--- src/rtl/ldd_pkg.sv ---
// ----------------------------------------------------------------------------
// ldd_pkg
// Shared types, register indexes and reset values for the light-mode
// dither DAC controller.
// ----------------------------------------------------------------------------
package ldd_pkg;

    localparam int unsigned CFG_INDEX_W = 3;
    localparam int unsigned CFG_DATA_W  = 16;
    localparam int unsigned COUNT_W     = 16;
    localparam int unsigned CODE_W      = 8;
    localparam int unsigned MODE_W      = 2;
    localparam int unsigned IND_W       = 4;

    typedef enum logic [MODE_W-1:0] {
        LIGHT_OFF    = 2'd0,
        LIGHT_DIM    = 2'd1,
        LIGHT_MEDIUM = 2'd2,
        LIGHT_BRIGHT = 2'd3
    } mode_t;

    typedef enum logic [CFG_INDEX_W-1:0] {
        REG_DEBOUNCE_TICKS      = 3'd0,
        REG_DITHER_PERIOD_TICKS = 3'd1,
        REG_LOW_BASE_CODE       = 3'd2,
        REG_LOW_FRACTION        = 3'd3,
        REG_MEDIUM_CODE         = 3'd4,
        REG_HIGH_CODE           = 3'd5,
        REG_OFF_CODE            = 3'd6
    } cfg_index_t;

    localparam logic [COUNT_W-1:0] DEBOUNCE_TICKS_RST      = 16'd5000;
    localparam logic [COUNT_W-1:0] DITHER_PERIOD_TICKS_RST = 16'd20;
    localparam logic [CODE_W-1:0]  LOW_BASE_CODE_RST       = 8'd170;
    localparam logic [CODE_W-1:0]  LOW_FRACTION_RST        = 8'd154;
    localparam logic [CODE_W-1:0]  MEDIUM_CODE_RST         = 8'd168;
    localparam logic [CODE_W-1:0]  HIGH_CODE_RST           = 8'd165;
    localparam logic [CODE_W-1:0]  OFF_CODE_RST            = 8'd255;

    localparam logic [COUNT_W-1:0] COUNT_MAX = {COUNT_W{1'b1}};

endpackage

--- src/rtl/ldd_if.sv ---
// ----------------------------------------------------------------------------
// ldd_if
// Request channels of the light-mode controller: tick requests in,
// status requests out.
// ----------------------------------------------------------------------------
interface ldd_in_if;
    logic valid;
    logic ready;
    logic button_level;
    logic sideband_one;
    logic sideband_two;

    modport source (output valid, output button_level, output sideband_one,
                    output sideband_two, input ready);
    modport sink   (input valid, input button_level, input sideband_one,
                    input sideband_two, output ready);
endinterface

interface ldd_out_if;
    logic       valid;
    logic       ready;
    logic [1:0] mode;
    logic [3:0] indicator_bits;
    logic [7:0] dac_code;
    logic       driver_shutdown;

    modport source (output valid, output mode, output indicator_bits,
                    output dac_code, output driver_shutdown, input ready);
    modport sink   (input valid, input mode, input indicator_bits,
                    input dac_code, input driver_shutdown, output ready);
endinterface

--- src/rtl/light_mode_dither_dac_controller.sv ---
// ----------------------------------------------------------------------------
// light_mode_dither_dac_controller
// Debounced mode button, four-state mode, dithered current-set DAC code.
// ----------------------------------------------------------------------------
// Path: an accepted tick request is held in the input register, then its status request in the status register.
// Throughput: one tick request per cycle; the input register and the status
// register each advance whenever the status register is empty or taken.
// Reset: all control state, mode, counters and config registers return to
// their defaults asynchronously on rst_n low.
module light_mode_dither_dac_controller
(
    input  logic                              clk,
    input  logic                              rst_n,
    input  logic                              cfg_we,
    input  logic [ldd_pkg::CFG_INDEX_W-1:0]   cfg_index,
    input  logic [ldd_pkg::CFG_DATA_W-1:0]    cfg_data,
    ldd_in_if.sink                            tick,
    ldd_out_if.source                         status
);
    import ldd_pkg::*;

    logic [COUNT_W-1:0] debounce_ticks_reg;
    logic [COUNT_W-1:0] dither_period_ticks_reg;
    logic [CODE_W-1:0]  low_base_code_reg;
    logic [CODE_W-1:0]  low_fraction_reg;
    logic [CODE_W-1:0]  medium_code_reg;
    logic [CODE_W-1:0]  high_code_reg;
    logic [CODE_W-1:0]  off_code_reg;

    logic               in_valid_reg;
    logic               in_button_reg;
    logic               in_sb_one_reg;
    logic               in_sb_two_reg;

    logic               out_valid_reg;
    logic [MODE_W-1:0]  out_mode_reg;
    logic [IND_W-1:0]   out_ind_reg;
    logic [CODE_W-1:0]  out_dac_reg;
    logic               out_shutdown_reg;

    mode_t              mode_reg;
    mode_t              mode_next;
    logic               last_level_reg;
    logic               settled_level_reg;
    logic               settled_level_next;
    logic [COUNT_W-1:0] stable_count_reg;
    logic [COUNT_W-1:0] stable_count_next;
    logic [COUNT_W-1:0] dither_elapsed_reg;
    logic [COUNT_W-1:0] dither_elapsed_next;
    logic [CODE_W-1:0]  dither_acc_reg;
    logic [CODE_W-1:0]  dither_acc_next;
    logic [CODE_W-1:0]  dac_hold_reg;
    logic [CODE_W-1:0]  dac_hold_next;

    logic               advance;
    logic               step;
    logic               settle;
    logic [COUNT_W-1:0] elapsed_inc;
    logic [CODE_W:0]    dither_sum;

    assign advance      = !out_valid_reg || status.ready;
    assign step         = in_valid_reg && advance;
    assign tick.ready   = !in_valid_reg || advance;

    // configuration
    always_ff @(posedge clk or negedge rst_n)
    begin
        if (!rst_n)
        begin
            debounce_ticks_reg      <= DEBOUNCE_TICKS_RST;
            dither_period_ticks_reg <= DITHER_PERIOD_TICKS_RST;
            low_base_code_reg       <= LOW_BASE_CODE_RST;
            low_fraction_reg        <= LOW_FRACTION_RST;
            medium_code_reg         <= MEDIUM_CODE_RST;
            high_code_reg           <= HIGH_CODE_RST;
            off_code_reg            <= OFF_CODE_RST;
        end
        else if (cfg_we)
        begin
            unique case (cfg_index)
                REG_DEBOUNCE_TICKS:      debounce_ticks_reg      <= cfg_data;
                REG_DITHER_PERIOD_TICKS: dither_period_ticks_reg <= cfg_data;
                REG_LOW_BASE_CODE:       low_base_code_reg <= cfg_data[CODE_W-1:0];
                REG_LOW_FRACTION:        low_fraction_reg  <= cfg_data[CODE_W-1:0];
                REG_MEDIUM_CODE:         medium_code_reg   <= cfg_data[CODE_W-1:0];
                REG_HIGH_CODE:           high_code_reg     <= cfg_data[CODE_W-1:0];
                REG_OFF_CODE:            off_code_reg      <= cfg_data[CODE_W-1:0];
                default:                 ;
            endcase
        end
    end

    // debounce and mode next state
    always_comb
    begin
        if (in_button_reg != last_level_reg)
        begin
            stable_count_next = '0;
        end
        else if (stable_count_reg != COUNT_MAX)
        begin
            stable_count_next = stable_count_reg + 1'b1;
        end
        else
        begin
            stable_count_next = stable_count_reg;
        end

        settle = (stable_count_next > debounce_ticks_reg)
              && (in_button_reg != settled_level_reg);
        settled_level_next = settle ? in_button_reg : settled_level_reg;

        if (settle && !in_button_reg)
        begin
            mode_next = mode_t'(mode_reg + 2'd1);
        end
        else
        begin
            mode_next = mode_reg;
        end
    end

    // DAC code and dither
    always_comb
    begin
        elapsed_inc = (dither_elapsed_reg != COUNT_MAX)
                    ? dither_elapsed_reg + 1'b1 : dither_elapsed_reg;
        dither_sum  = {1'b0, dither_acc_reg} + {1'b0, low_fraction_reg};

        dither_elapsed_next = elapsed_inc;
        dither_acc_next     = dither_acc_reg;
        dac_hold_next       = dac_hold_reg;

        unique case (mode_next)
            LIGHT_OFF:    dac_hold_next = off_code_reg;
            LIGHT_MEDIUM: dac_hold_next = medium_code_reg;
            LIGHT_BRIGHT: dac_hold_next = high_code_reg;
            LIGHT_DIM:
            begin
                if (elapsed_inc >= dither_period_ticks_reg)
                begin
                    dither_elapsed_next = '0;
                    priority if (low_fraction_reg == '0)
                    begin
                        dither_acc_next = '0;
                        dac_hold_next   = low_base_code_reg;
                    end
                    else if (dither_sum[CODE_W])
                    begin
                        dither_acc_next = dither_sum[CODE_W-1:0];
                        dac_hold_next   = low_base_code_reg + 1'b1;
                    end
                    else
                    begin
                        dither_acc_next = dither_sum[CODE_W-1:0];
                        dac_hold_next   = low_base_code_reg;
                    end
                end
            end
            default:      dac_hold_next = dac_hold_reg;
        endcase
    end

    // input register
    always_ff @(posedge clk or negedge rst_n)
    begin
        if (!rst_n)
        begin
            in_valid_reg <= 1'b0;
        end
        else if (tick.ready)
        begin
            in_valid_reg <= tick.valid;
        end
    end

    always_ff @(posedge clk)
    begin
        if (tick.valid && tick.ready)
        begin
            in_button_reg <= tick.button_level;
            in_sb_one_reg <= tick.sideband_one;
            in_sb_two_reg <= tick.sideband_two;
        end
    end

    // controller state
    always_ff @(posedge clk or negedge rst_n)
    begin
        if (!rst_n)
        begin
            mode_reg           <= LIGHT_OFF;
            last_level_reg     <= 1'b1;
            settled_level_reg  <= 1'b1;
            stable_count_reg   <= '0;
            dither_elapsed_reg <= '0;
            dither_acc_reg     <= '0;
            dac_hold_reg       <= '0;
        end
        else if (step)
        begin
            mode_reg           <= mode_next;
            last_level_reg     <= in_button_reg;
            settled_level_reg  <= settled_level_next;
            stable_count_reg   <= stable_count_next;
            dither_elapsed_reg <= dither_elapsed_next;
            dither_acc_reg     <= dither_acc_next;
            dac_hold_reg       <= dac_hold_next;
        end
    end

    // status register
    always_ff @(posedge clk or negedge rst_n)
    begin
        if (!rst_n)
        begin
            out_valid_reg <= 1'b0;
        end
        else if (advance)
        begin
            out_valid_reg <= in_valid_reg;
        end
    end

    always_ff @(posedge clk)
    begin
        if (step)
        begin
            out_mode_reg     <= mode_next;
            out_ind_reg      <= IND_W'(1) << mode_next;
            out_dac_reg      <= dac_hold_next;
            out_shutdown_reg <= (in_sb_one_reg && in_sb_two_reg)
                             || (mode_next == LIGHT_OFF);
        end
    end

    assign status.valid           = out_valid_reg;
    assign status.mode            = out_mode_reg;
    assign status.indicator_bits  = out_ind_reg;
    assign status.dac_code        = out_dac_reg;
    assign status.driver_shutdown = out_shutdown_reg;

endmodule
--- src/flat_wrapper.sv ---
// flat-port wrapper written by rule: the top's interface ports become plain ports
module light_mode_dither_dac_controller_flat import ldd_pkg::*;
  (clk, rst_n, cfg_we, cfg_index, cfg_data, tick_valid, tick_button_level, tick_sideband_one, tick_sideband_two, tick_ready, status_valid, status_mode, status_indicator_bits, status_dac_code, status_driver_shutdown, status_ready);
  ldd_in_if tick_i ();
  ldd_out_if status_i ();
  input  logic clk;
  input  logic rst_n;
  input  logic cfg_we;
  input  logic [ldd_pkg::CFG_INDEX_W-1:0] cfg_index;
  input  logic [ldd_pkg::CFG_DATA_W-1:0] cfg_data;
  input wire logic [$bits(tick_i.valid)-1:0] tick_valid;
  input wire logic [$bits(tick_i.button_level)-1:0] tick_button_level;
  input wire logic [$bits(tick_i.sideband_one)-1:0] tick_sideband_one;
  input wire logic [$bits(tick_i.sideband_two)-1:0] tick_sideband_two;
  output wire logic [$bits(tick_i.ready)-1:0] tick_ready;
  output wire logic [$bits(status_i.valid)-1:0] status_valid;
  output wire logic [$bits(status_i.mode)-1:0] status_mode;
  output wire logic [$bits(status_i.indicator_bits)-1:0] status_indicator_bits;
  output wire logic [$bits(status_i.dac_code)-1:0] status_dac_code;
  output wire logic [$bits(status_i.driver_shutdown)-1:0] status_driver_shutdown;
  input wire logic [$bits(status_i.ready)-1:0] status_ready;
  assign tick_i.valid = tick_valid;
  assign tick_i.button_level = tick_button_level;
  assign tick_i.sideband_one = tick_sideband_one;
  assign tick_i.sideband_two = tick_sideband_two;
  assign tick_ready = tick_i.ready;
  assign status_valid = status_i.valid;
  assign status_mode = status_i.mode;
  assign status_indicator_bits = status_i.indicator_bits;
  assign status_dac_code = status_i.dac_code;
  assign status_driver_shutdown = status_i.driver_shutdown;
  assign status_i.ready = status_ready;
  light_mode_dither_dac_controller u_core (.clk(clk), .rst_n(rst_n), .cfg_we(cfg_we), .cfg_index(cfg_index), .cfg_data(cfg_data), .tick(tick_i), .status(status_i));
endmodule
--- config.mk ---
export PLATFORM = sky130hd
export DESIGN_NAME = light_mode_dither_dac_controller_flat
export DESIGN_NICKNAME = d
export VERILOG_FILES = /design/src/rtl/ldd_pkg.sv /design/src/rtl/ldd_if.sv /design/src/rtl/light_mode_dither_dac_controller.sv /design/src/flat_wrapper.sv
export SDC_FILE = /design/constraint.sdc
export NUM_CORES = 1
export LEC_CHECK = 0
export BUFFER_PORTS_ARGS = -buffer_cell sky130_fd_sc_hd__buf_2
export CAP_MARGIN = 20
export CORE_MARGIN = 2
export CORE_UTILIZATION = 40
export DETAILED_ROUTE_END_ITERATION = 16
export PLACE_DENSITY = 0.54
export SYNTH_ARGS = -nofsm -noshare
export SYNTH_HDL_FRONTEND = slang
export SYNTH_SLANG_ARGS = --single-unit
export TNS_END_PERCENT = 100
--- constraint.sdc ---
create_clock -name clk -period 4.3 [get_ports clk]
set_input_delay 0.43 -clock clk [delete_from_list [all_inputs] [get_ports clk]]
set_output_delay 0.43 -clock clk [all_outputs]
set_load 0.05 [all_outputs]
**After elaboration in Yosys (flattened, before gate mapping)**

Index checks and enable logic that the tools add are counted.

- Register bits after elaboration: 144
- Bits in latches: 0
- RAM bits: 0
- ROM bits: 0
- Bits of input ports: 27
- Output and inout bits: 17
- Logic and storage cells: 78
- Memories kept: 0

- $add $sub $neg: 5
- Multiply operators: 0
- Div/mod/pow operators: 0
- Magnitude comparators: 2
- Eq/ne operators: 13
- Shifts and indexed selects: 1
- Mux-type cells: 11
- Bitwise operators: 0
- Reduce and logical (&&, ||, !) cells: 23

Operator list:

| cell | number |
|---|---|
| $mux W16 | 5 |
| $add A16 B1 Y16 const B | 2 |
| $mux W8 | 4 |
| $ne A16 B16 Y1 const B | 2 |
| $pmux W8 S4 | 1 |
| $ge A16 B16 Y1 | 1 |
| $gt A16 B16 Y1 | 1 |
| $reduce_and A2 Y1 | 8 |
| $add A8 B8 Y9 | 1 |
| $eq A3 B3 Y1 const B | 3 |
| $add A8 B1 Y8 const B | 1 |
| $logic_not A8 Y1 | 1 |
| $eq A3 B2 Y1 const B | 2 |
| $logic_and A1 B1 Y1 | 5 |
| $eq A2 B2 Y1 const B | 2 |
| $shl A1 B2 Y4 const A | 1 |
| $eq A3 B1 Y1 const B | 1 |
| $logic_not A1 Y1 | 3 |
| $logic_not A3 Y1 | 1 |
| $logic_or A1 B1 Y1 | 3 |
| $reduce_and A3 Y1 | 1 |
| $add A2 B1 Y2 const B | 1 |
| $eq A2 B1 Y1 const B | 1 |
| $logic_not A2 Y1 | 1 |
| other kinds (2) | 3 |

**Depth between registers and ports, before layout**

Gate-level depths: netlist of run 1.

- Depth in word-level cells: 9
- Gate-level depth with buffers: 22
- Gate-level depth less buffers: 19

**Worst setup path after synthesis of run 1**

OpenSTA, ideal clock, no wires.

- Path type: flip-flop to flip-flop
- Start point: register u_core.stable_count_reg[3]
- End point: register u_core.dither_elapsed_reg[7]
- Setup time: 83 ps
- Arrival time: 4359 ps
- Required time: 4217 ps
- Path slack: -142 ps
- Cell stages (with the launch flop): 23
- Path buffers: 4
- Clock period less this slack: 4442 ps
- Path through: dfrtp_1 > buf_2 > and4_1 > clkbuf_1 > nand4_1 > or3_1 > and2_0 > clkbuf_1 > nand3_1 > xor2_1 > nor2_1 > ha_1 > nand2_1 > or3_4 > a211oi_1 > nor3_1 > nor3_2 > xnor2_1 > clkinv_2 > and3_1 > buf_4 > or4_1 > o21ai_0

- Longest elaborated chain between the ends: 9
- Elaborated cells between the ends (all ways): 10
- Classes of those cells: 1 x add/sub; 1 x order compare; 2 x eq/ne; 4 x mux; 2 x reduce/logical

RTL lines:

| element | line | source |
|---|---|---|
| from (decl) | light_mode_dither_dac_controller.sv:46 | `logic [COUNT_W-1:0] stable_count_reg;` |
| from (signal assigned) | light_mode_dither_dac_controller.sv:205 | `stable_count_reg <= stable_count_next;` |
| $add A16 B1 Y16 / $ne A16 B16 Y1 (equally long branches) | light_mode_dither_dac_controller.sv:102, light_mode_dither_dac_controller.sv:100 |  |
| $mux W16 * | light_mode_dither_dac_controller.sv:100 | `else if (stable_count_reg != COUNT_MAX)` |
| $mux W16 * | light_mode_dither_dac_controller.sv:96 | `if (in_button_reg != last_level_reg)` |
| named net u_core.stable_count_next[8] | light_mode_dither_dac_controller.sv:47 | `logic [COUNT_W-1:0] stable_count_next;` |
| $gt A16 B16 Y1 * | light_mode_dither_dac_controller.sv:109 | `settle = (stable_count_next > debounce_ticks_reg)` |
| $logic_and A1 B1 Y1 * | light_mode_dither_dac_controller.sv:110 | `&& (in_button_reg != settled_level_reg);` |
| $logic_and A1 B1 Y1 * | light_mode_dither_dac_controller.sv:113 | `if (settle && !in_button_reg)` |
| $mux W2 * | light_mode_dither_dac_controller.sv:113 |  |
| named net u_core.mode_next[0] | light_mode_dither_dac_controller.sv:42 | `mode_t mode_next;` |
| $eq A2 B1 Y1 * | light_mode_dither_dac_controller.sv:134 | `unique case (mode_next)` |
| $mux W16 * | light_mode_dither_dac_controller.sv:134 |  |
| to (signal assigned) | light_mode_dither_dac_controller.sv:206 | `dither_elapsed_reg <= dither_elapsed_next;` |
| to (decl) | light_mode_dither_dac_controller.sv:48 | `logic [COUNT_W-1:0] dither_elapsed_reg;` |

Mark *: on every way through the listed nets, which the timed path passes. The rest lies on a longest branch.
A chain may end at the register's enable or synchronous reset.

**Final worst setup path of run 1**

- Start point: register u_core.stable_count_reg[0]
- End point: register u_core.dither_acc_reg[5]

- Longest elaborated chain between the ends: 9
- Elaborated cells between the ends (all ways): 10
- Classes of those cells: 1 x add/sub; 1 x order compare; 2 x eq/ne; 3 x mux; 3 x reduce/logical

RTL lines:

| element | line | source |
|---|---|---|
| $add A16 B1 Y16 / $ne A16 B16 Y1 (equally long branches) | light_mode_dither_dac_controller.sv:102, light_mode_dither_dac_controller.sv:100 |  |
| $mux W16 * | light_mode_dither_dac_controller.sv:100 |  |
| $mux W16 * | light_mode_dither_dac_controller.sv:96 |  |
| named net u_core.stable_count_next[8] | light_mode_dither_dac_controller.sv:47 |  |
| $gt A16 B16 Y1 * | light_mode_dither_dac_controller.sv:109 |  |
| $logic_and A1 B1 Y1 * | light_mode_dither_dac_controller.sv:110 |  |
| $logic_and A1 B1 Y1 * | light_mode_dither_dac_controller.sv:113 |  |
| $mux W2 * | light_mode_dither_dac_controller.sv:113 |  |
| named net u_core.mode_next[0] | light_mode_dither_dac_controller.sv:42 |  |
| $eq A2 B1 Y1 * | light_mode_dither_dac_controller.sv:134 |  |
| $reduce_and A3 Y1 (no source line) * | - |  |
| to (signal assigned) | light_mode_dither_dac_controller.sv:207 | `dither_acc_reg <= dither_acc_next;` |
| to (decl) | light_mode_dither_dac_controller.sv:50 | `logic [CODE_W-1:0] dither_acc_reg;` |

Marked as above.

==> results_dict.tcl, run 1 <==
set metrics [dict create \
    worst_hold_path_type "primary input to asynchronous set/reset pin" \
    tritoncts "yes" \
    finalNetCount 957 \
    wl_met1_mm 9.86 \
    worst_slack_ns 0.0619 \
    syn-instance-count 809 \
    cts_sinks 144 \
    stdcell_area_mm2 0.00964 \
    rsz0062_at_grt "yes" \
    ys.flop_type "dfrtp_1" \
    fmax_ghz 0.236 \
    slew_headroom_pct 36.4 \
    route.detailed.drc 0 \
    fillers 1773 \
    clockRootBuffer "clkbuf_16" \
    die_x_um 146 \
    postRouteAntennaNets 0 \
    grt_antenna_before_repair 0 \
    syn_nets 880 \
    crit_path_end_kind "flip-flop" \
    slowest_stage "or3_4" \
    status "complete, no violations" \
    grtUsageTotal_pct 19.7 \
    setup_viol 0 \
    syn2layout_area_growth_pct 19.5 \
    synth_cell_types 63 \
    grt_max_degree 70 \
    setup_tns_ns 0 \
    grt_pass1_wl_mm 33.2 \
    gp_congestion 0.851 \
    max_stage_delay_ns 0.45 \
    synth-edff-count 18 \
    dr_wl_met3_um 830 \
    overflow 0 \
    wl_per_cell_um 17.6 \
    hold_viol_final 0 \
    leakage_uw 0.00428 \
    drt_first_pass_iters 7 \
    top_layer "met4" \
    htreeDepth 4 \
    worst-slew-pin-transition_ns 0.954 \
    yosysSeqAreaShare_pct 46.3 \
    rows 51 \
    cp_cell_sequence "ha_2, and2_4, nand4_1, or3_4, and2_4, nand3_2, xor2_1, nor2_1, ha_1, nand2_1, or3_4, a211oi_4, nor3_2, nor3_2, xnor2_2, clkinv_2, nand3_2, buf_12, o21ai_0, o31ai_2" \
    dieArea_mm2 0.0213 \
    io_pins 44 \
    ys_seq_elements 144 \
    io_buffer_count 43 \
    dpl.hpwl_mm 14.1 \
    ys_warn_count 0 \
    critPathLaunchType "flip-flop" \
    clk_pin_slew_ns 0.06 \
    via_per_inst 5.40 \
    power_density_mw_per_mm2 447 \
    wl_met2_mm 9.50 \
    fin_crit_ns 4.24 \
    clockBufferDepth 2 \
    synth_area_per_cell_um2 9.97 \
    synth_area_mm2 0.00806 \
    cts_made_buffers 17 \
    ir_drop_v 0.000268 \
    cp.arrival_ns 4.52 \
    antenna_cells_inserted 0 \
    core_area_mm2 0.0196 \
    drt_first_iter_violations 360 \
    drt_wl_total_mm 20.4 \
    crit_type "flip-flop to flip-flop" \
    vias 6289 \
    placed_cell_area_mm2 0.00880 \
    path_max_fanout 6 \
    grt_pass1_vias 6251 \
    finalCritPeriodShare_pct 98.6 \
    worst_r2r_path_depth 20 \
    start_util_pct 41.2 \
    drive_gt1_share_pct 27.3 \
    worstPathRequired_ns 4.58 \
    place_ws_ns -0.0387 \
    async_reset_ff_share_pct 87.5 \
    clock_skew_ns 0.00687 \
    cap_violations 0 \
    maxSlewViolCount 0 \
    clock_latency_ns 0.42 \
    die_h_um 146 \
]
-- where the power goes --
group          switching (µW)  internal [µW]
logic                     518            397
registers                 147           1650
clock network             602            991
-- Yosys cell counts, types with 3 or more instances --
master     instances  area [µm²]
o31ai_1           16         120
a31oi_1           12        75.1
nand3_1           22         110
ha_1              43         538
or3_1              4        25.0
mux2i_1           12         120
mux2_2            54         608
o21a_1             9        67.6
xor2_1             9        78.8
nand4b_1           3        26.3
nor2_1            42         158
dfrtp_1           94        2350
a21oi_1           24         120
nor3_1             9        45.0
xnor2_1           25         219
o31a_1             4        35.0
a21o_1             8        60.1
nor4_1             5        31.3
edfxtp_1          18         541
o21ai_0           68         340
a211oi_1           5        37.5
o311ai_0           4        35.0
nand2_1          107         402
a31o_2             4        35.0
and3_1             9        56.3
inv_1             42         158
a22o_1             3        26.3
and4_1             4        35.0
nor3b_1            3        22.5
nand2b_1          10        62.6
nand4_1           10        62.6
clkbuf_1          28         105
buf_2              4        20.0
a211o_1            3        26.3
and2_1            11        68.8
dfstp_2           32         841
o211ai_1           5        37.5
o2111ai_1          5        43.8
nor2b_1           10        62.6
-- cell type report --
class | instances | area (µm²) | area share [%]
tap | 265 | 332 | 3.44
inverter | 44 | 166 | 1.73
timing repair buffer | 93 | 631 | 6.54
clock inverter | 12 | 181 | 1.88
multi-input combinational | 586 | 4150 | 43.0
clock buffer | 20 | 447 | 4.64
sequential | 144 | 3730 | 38.7
-- cells in the final DEF (no fill, tap or decap), drive strengths merged, types with 18 or more instances in the layout --
cell type	instances
xnor2	25
a21oi	24
nand3	23
ha	43
dfstp	32
edfxtp	18
buf	92
clkbuf	21
nand2	108
o21ai	69
dfrtp	94
inv	45
nor2	42
mux2	56
-- layer usage --
| layer | track usage (%) | vias to the layer above |
|---|---|---|
| li1 | - | 3041 |
| met1 | 27.8 | 3097 |
| met2 | 30.8 | 132 |
| met3 | 3.92 | 19 |
| met4 | 5.68 | 0 |
| met5 | 0 | - |
-- cells by family (layout without fill, tap and decap cells) --
group,after synthesis,after routing,share of synthesized area [%]
flops,144,144,46.3
buf+inv,79,169,3.80
simple gates,259,259,15.6
fa+ha+maj,44,44,6.92
xor+xnor,34,34,3.69
compound gates,181,181,14.3
mux,68,68,9.40
-- stage by stage --
stage	util [%]	hold WS (ns)	total power, µW	std cells
after CTS	48.1	0.161	4320	1153
after global routing	49.2	0.170	4550	1164
after global placement	44.9	0.464	2670	1121
final	49.2	0.145	4310	1164
after floorplan	-	0.134	2410	809
after detailed placement	44.9	0.470	2700	1121
-- worst max-delay path, delay by kind of cell (launching register included) --
kind	cells	cell delay, ns
AOI/OAI and AO/OA	3	0.58
xor gates and xnor gates	2	0.28
adders and majority gates	2	0.46
buffers and inverters	2	0.32
DFF	1	0.36
and+or+nand+nor	11	2.08
-- path summary, 6_finish.rpt --
check,slack (ns),to,from
worst min register to register,0.49,u_core.dac_hold_reg[3]$_DFFE_PN0P_,u_core.dac_hold_reg[3]$_DFFE_PN0P_
min in group clk,0.18,u_core.in_sb_two_reg$_DFFE_PP_,tick_sideband_two
worst max-delay path,0.06,u_core.dither_acc_reg[5]$_DFFE_PN0P_,u_core.stable_count_reg[0]$_DFFE_PN0P_
max in group asynchronous,3.14,u_core.low_fraction_reg[4]$_DFFE_PN1P_,rst_n
worst min-delay path,0.15,u_core.dither_elapsed_reg[13]$_DFFE_PN0P_,rst_n
worst max register to register,0.06,u_core.dither_acc_reg[5]$_DFFE_PN0P_,u_core.stable_count_reg[0]$_DFFE_PN0P_
-- repair_timing --
item | in CTS | in global routing
setup endpoints to repair | 1 | 39
hold buffers | 0 | 0
pin swaps | 0 | 15
resized for setup | 2 | 33
setup buffers | 0 | 10
No activity file was read; power rests on OpenSTA's default activity.
==> run 2, diff against run 1 <==
GPL_TIMING_DRIVEN = 0   (was not set)
PLACE_DENSITY = 0.52   (was 0.54)
TNS_END_PERCENT = 50   (was 100)
clock period = 4.2 ns   (was 4.3 ns; I/O delays follow)
==> run 2 against run 1 <==
Net effect: the run now ends with negative setup slack left; global-route usage rose by 1.2 points; combinational power rose by 11%; register-to-register slack got worse by 0.31 ns; worst setup slack got worse by 0.31 ns.
==> results_dict.tcl, run 2 (synthesized netlist as in run 1, its figures left out) <==
set metrics [dict create \
    crit_type "flip-flop to flip-flop" \
    start_util_pct 41.2 \
    total_power_uw 4340 \
    cts_sinks 144 \
    whs_ns 0.163 \
    slew_headroom_pct 39.3 \
    power_density_mw_per_mm2 426 \
    top_usage_layer "met2" \
    fin_crit_ns 4.45 \
    ir_drop_v 0.000274 \
    syn2layout_area_growth_pct 26.2 \
    setup_viol 31 \
    grt_max_degree 84 \
    grt_pass1_wl_mm 34.8 \
    finalNetCount 993 \
    worst_slack_ns -0.249 \
    via_per_inst 5.39 \
    worst-slew-pin-transition_ns 0.911 \
    cp.arrival_ns 4.76 \
    drt_first_pass_iters 4 \
    drive_gt1_share_pct 32.3 \
    die_x_um 146 \
    worstPathRequired_ns 4.51 \
    io_buffer_count 41 \
    place_ws_ns -0.957 \
    route.detailed.drc 0 \
    rows 51 \
    die_h_um 146 \
    clk_pin_slew_ns 0.06 \
    grt_pass1_vias 6420 \
    drt_first_iter_violations 367 \
    clockBufferDepth 2 \
    htreeDepth 4 \
    status "complete, but fails checks" \
    finalCritPeriodShare_pct 106 \
    gp_congestion 0.813 \
    clock_skew_ns 0.0104 \
    clockRootBuffer "clkbuf_16" \
    met1_usage_pct 28.8 \
    path_max_fanout 6 \
    dieArea_mm2 0.0213 \
    cap_violations 0 \
    dpl.hpwl_mm 14.8 \
    postRouteAntennaNets 0 \
    maxSlewViolCount 0 \
    overflow 0 \
    mostFrequentLayoutCell "nand2_1" \
    cts_made_buffers 17 \
    fmax_ghz 0.225 \
    wl_per_cell_um 18.5 \
    antenna_cells_inserted 0 \
    crit_path_end_kind "flip-flop" \
    clock_latency_ns 0.43 \
    fillers 1789 \
    drt_wl_total_mm 22.2 \
    grtUsageTotal_pct 20.9 \
    hold_viol_final 0 \
    io_pins 44 \
    core_area_mm2 0.0196 \
    vias 6473 \
    leakage_uw 0.00444 \
    critPathLaunchType "flip-flop" \
    rsz0062_at_grt "yes" \
    worst_hold_path_type "primary input to flip-flop" \
    layout_common_cells "nand2_1, dfrtp_1, o21ai_0" \
    tritoncts "yes" \
    met2_usage_pct 33.7 \
    grt_antenna_before_repair 0 \
    met3_usage_pct 4.33 \
    violations "negative setup slack" \
]
run 2: final timing paths:
path / startpoint / end / slack, ns / cells past startpoint
min in group asynchronous: rst_n / u_core.stable_count_reg[8]$_DFFE_PN0P_ / 0.49 / 2
max: u_core.stable_count_reg[0]$_DFFE_PN0P_ / u_core.dac_hold_reg[7]$_DFFE_PN0P_ / -0.25 / 21
max in group asynchronous: rst_n / u_core.dither_period_ticks_reg[2]$_DFFE_PN1P_ / 2.89 / 3
max reg2reg: u_core.stable_count_reg[0]$_DFFE_PN0P_ / u_core.dac_hold_reg[7]$_DFFE_PN0P_ / -0.25 / 21
min: tick_sideband_one / u_core.in_sb_one_reg$_DFFE_PP_ / 0.16 / 1
min reg2reg: u_core.dac_hold_reg[1]$_DFFE_PN0P_ / u_core.dac_hold_reg[1]$_DFFE_PN0P_ / 0.49 / 2
run 2: what timing repair did:
action / in CTS / in global routing
endpoints found under the setup margin: 48 / 43
pin swaps: 23 / 36
setup buffers: 31 / 21
hold endpoints to repair: 29 / 0
gates cloned: 1 / 0
hold buffers: 1 / 0
gates resized for setup: 63 / 74
run 2: layout make-up:
type                    instances  area [µm²]  share of cell area (%)
plain buffers                  32         171                    1.68
multi-input cells             586        4500                    44.2
flip-flops and latches        144        3730                    36.7
clock inverters                15         141                    1.39
inverters                      44         179                    1.76
repair buffers                 97         694                    6.82
clock buffers                  17         425                    4.18
well taps                     265         332                    3.26
run 2: stage by stage:
| stage | utilization [%] | setup TNS [ns] | area [µm²] | cells |
|---|---|---|---|---|
| after floorplan | - | 0 | 8100 | 809 |
| after global placement | 44.1 | -26.82 | 8630 | 1115 |
| after detailed placement | 44.3 | -25.86 | 8680 | 1118 |
| after CTS | 49.6 | -1.84 | 9710 | 1181 |
| after global routing | 51.9 | -11.23 | 10200 | 1200 |
| final | 51.9 | -3.12 | 10200 | 1200 |
run 2: critical path, cell delays in order, from the launching register on:
cell	delay (ns)
dfrtp_1	0.36
ha_2	0.19
and2_4	0.14
nand4_1	0.10
buf_4	0.17
or3_4	0.36
and2_4	0.20
nand3_4	0.08
xor2_1	0.17
nor2_1	0.07
ha_1	0.27
nand2_1	0.05
or3_4	0.37
a211oi_4	0.25
nor3_2	0.08
nor3_2	0.28
xnor2_1	0.20
bufinv_8	0.25
buf_6	0.13
o211ai_1	0.16
a32oi_1	0.18
mux2_4	0.28
run 2: power by group:
| group | leakage (µW) | switching (µW) | internal (µW) |
|---|---|---|---|
| logic | 0.00248 | 580 | 443 |
| clock network | 0.000269 | 651 | 820 |
| registers | 0.00169 | 148 | 1690 |
| total | 0.00444 | 1380 | 2960 |
run 2: per-layer routing:
layer	share of wire, %	vias up	routed length (µm)
met4	1.3	0	284
li1	-	3109	-
met1	47	3225	10500
met5	0	-	0
met2	48	118	10700
met3	3.7	21	820
==> run 3, diff against run 2 <==
CORE_UTILIZATION = 62   (was 40)
PLACE_DENSITY = 0.77   (was 0.52)
==> run 3 against run 2 <==
Net effect: design area down 3.3%; core utilization up 26 points; critical path type unchanged; the run still ends with negative setup slack left; largest power group unchanged; count of clock-buffer cells in the layout up 3; fmax up 2.5%; worst setup slack better by 0.11 ns; power up 2.0%; routed wire length down 5.7%; worst hold slack worse by 0.0052 ns; critical path depth up 1; sequential power about the same.
==> results_dict.tcl, run 3 (synthesized netlist as in run 1, its figures left out) <==
set metrics [dict create \
    mostFrequentLayoutCell "nand2_1" \
    finalCritPeriodShare_pct 103 \
    cp.arrival_ns 4.65 \
    vias 6692 \
    antenna_cells_inserted 0 \
    io_pins 44 \
    rows 41 \
    slowest_stage "dfrtp_1" \
    slew_headroom_pct 44.8 \
    fmax_ghz 0.230 \
    clockBufferDepth 2 \
    status "complete, but fails checks" \
    leakage_uw 0.00436 \
    overflow 0 \
    worstPathRequired_ns 4.51 \
    clock_skew_ns 0.00975 \
    critPathLaunchType "flip-flop" \
    htreeDepth 4 \
    whs_ns 0.158 \
    hold_viol_final 0 \
    drive_gt1_share_pct 29.5 \
    core_area_mm2 0.0127 \
    route.detailed.drc 0 \
    worst_hold_path_type "primary input to flip-flop" \
    path_max_fanout 4 \
    maxSlewViolCount 0 \
    rsz0062_at_grt "yes" \
    grt_pass1_wl_mm 33.2 \
    gp_congestion 0.910 \
    violations "negative setup slack" \
    total_power_uw 4420 \
    clock_latency_ns 0.44 \
    power_density_mw_per_mm2 450 \
    cts_sinks 144 \
    tritoncts "yes" \
    grt_antenna_before_repair 0 \
    crit_buf_inv 4 \
    cp_cell_sequence "ha_1, and2_1, nand4_1, buf_4, nor3_4, nor2_2, and3_4, xnor2_2, nor2_1, ha_1, nand2_1, or3_4, a211oi_4, nor3_2, nor3_2, buf_4, xnor2_4, inv_4, buf_6, o211ai_1, a32oi_2, mux2_4" \
    wl_per_cell_um 19.3 \
    drt_wl_total_mm 21.0 \
    syn2layout_area_growth_pct 22.0 \
    grtUsageTotal_pct 30.6 \
    start_util_pct 63.6 \
    finalNetCount 974 \
    switching_share_pct 29.8 \
    p_int_uw 3100 \
    dieArea_mm2 0.0139 \
    pwr-share-comb_pct 21.7 \
    postRouteAntennaNets 0 \
    fin_crit_ns 4.34 \
    crit_path_end_kind "flip-flop" \
    cap_violations 0 \
    p_clk_share_pct 36.4 \
    drt_first_pass_iters 5 \
    worst-slew-pin-transition_ns 0.827 \
    cpLargestDelayFamily "simple AND/OR/NAND/NOR gates" \
    layout_common_cells "nand2_1, dfrtp_1, o21ai_0, mux2_2" \
    max_stage_delay_ns 0.39 \
    cts_made_buffers 17 \
    crit_type "flip-flop to flip-flop" \
    grt_max_degree 74 \
    ir_drop_v 0.000439 \
    via_per_inst 6.15 \
    die_h_um 118 \
    dp.cells 1024 \
    clk_pin_slew_ns 0.06 \
    seq_power_share_pct 42.0 \
    p_sw_uw 1320 \
    worst_slack_ns -0.139 \
    setup_viol 23 \
    instances_no_fill 1088 \
    grt_pass1_vias 6408 \
    place_ws_ns -0.823 \
    dpl.hpwl_mm 13.8 \
    fillers 832 \
    io_buffer_count 41 \
    die_x_um 118 \
    clockRootBuffer "clkbuf_16" \
    drt_first_iter_violations 832 \
]
[run 3: cell count changes in the layout (fill, tap and decap cells not counted), sizes merged]
cell / change
clkinv: -5
bufinv: +1
buf: -16
inv: +1
[run 3: path summary, 6_finish.rpt]
kind	cells past startpoint	slack [ns]	to	from
worst min-delay path	1	0.16	u_core.in_sb_one_reg$_DFFE_PP_	tick_sideband_one
worst min register to register	2	0.48	u_core.last_level_reg$_DFFE_PN1P_	u_core.last_level_reg$_DFFE_PN1P_
min in group asynchronous	2	0.51	u_core.stable_count_reg[10]$_DFFE_PN0P_	rst_n
worst max register to register	22	-0.14	u_core.dac_hold_reg[7]$_DFFE_PN0P_	u_core.stable_count_reg[0]$_DFFE_PN0P_
max in group asynchronous	3	2.93	u_core.dither_period_ticks_reg[4]$_DFFE_PN1P_	rst_n
worst max-delay path	22	-0.14	u_core.dac_hold_reg[7]$_DFFE_PN0P_	u_core.stable_count_reg[0]$_DFFE_PN0P_
[run 3: per-stage QoR]
stage	TNS, ns	utilization, %	area, µm²
2_1_floorplan	0	-	8100
3_5_place_dp	-22.60	67.5	8560
6_report	-1.18	77.6	9840
3_3_place_gp	-18.62	67.2	8520
5_1_grt	-6.50	77.6	9840
4_1_cts	-5.38	75.2	9520
[run 3: cell type report]
class / count / area (µm²) / share of cell area (%)
Multi-Input combinational cell: 586 / 4400 / 44.7
Clock buffer: 20 / 478 / 4.86
Tap cell: 172 / 215 / 2.19
Timing Repair Buffer: 80 / 538 / 5.47
Clock inverter: 12 / 155 / 1.58
Inverter: 44 / 168 / 1.70
Buffer: 30 / 146 / 1.49
Sequential cell: 144 / 3740 / 38.0
[run 3: power by group through the flow]
stage          Clock (µW)  Combinational (µW)  Sequential, µW
2_1_floorplan           0                 595            1870
3_3_place_gp            0                 818            1850
3_5_place_dp            0                 875            1860
4_1_cts              1610                 924            1840
5_1_grt              1690                1060            1880
6_report             1610                 958            1860
[run 3: repair_timing]
item / 4_1_cts / 5_1_grt
setup buffers: 15 / 20
pin swaps: 19 / 27
hold buffers: 1 / 0
gates resized for setup: 49 / 55
endpoints found under the hold margin: 34 / 0
setup endpoints to repair: 48 / 49
[run 3: worst reg2reg max path, cell delays in order (launching register included)]
cell,delay [ns]
dfrtp_1,0.39
ha_1,0.21
and2_1,0.20
nand4_1,0.14
buf_4,0.19
nor3_4,0.20
nor2_2,0.09
and3_4,0.21
xnor2_2,0.18
nor2_1,0.07
ha_1,0.30
nand2_1,0.08
or3_4,0.37
a211oi_4,0.25
nor3_2,0.08
nor3_2,0.15
buf_4,0.17
xnor2_4,0.13
inv_4,0.08
buf_6,0.14
o211ai_1,0.13
a32oi_2,0.18
mux2_4,0.28
[run 3: layer usage]
layer	track usage (%)	up-vias	part of all wire, %
met5	0	-	0
met4	11.4	0	2.5
met3	7.32	54	7.1
met2	48.9	267	49
met1	40.8	3304	42
li1	-	3067	-
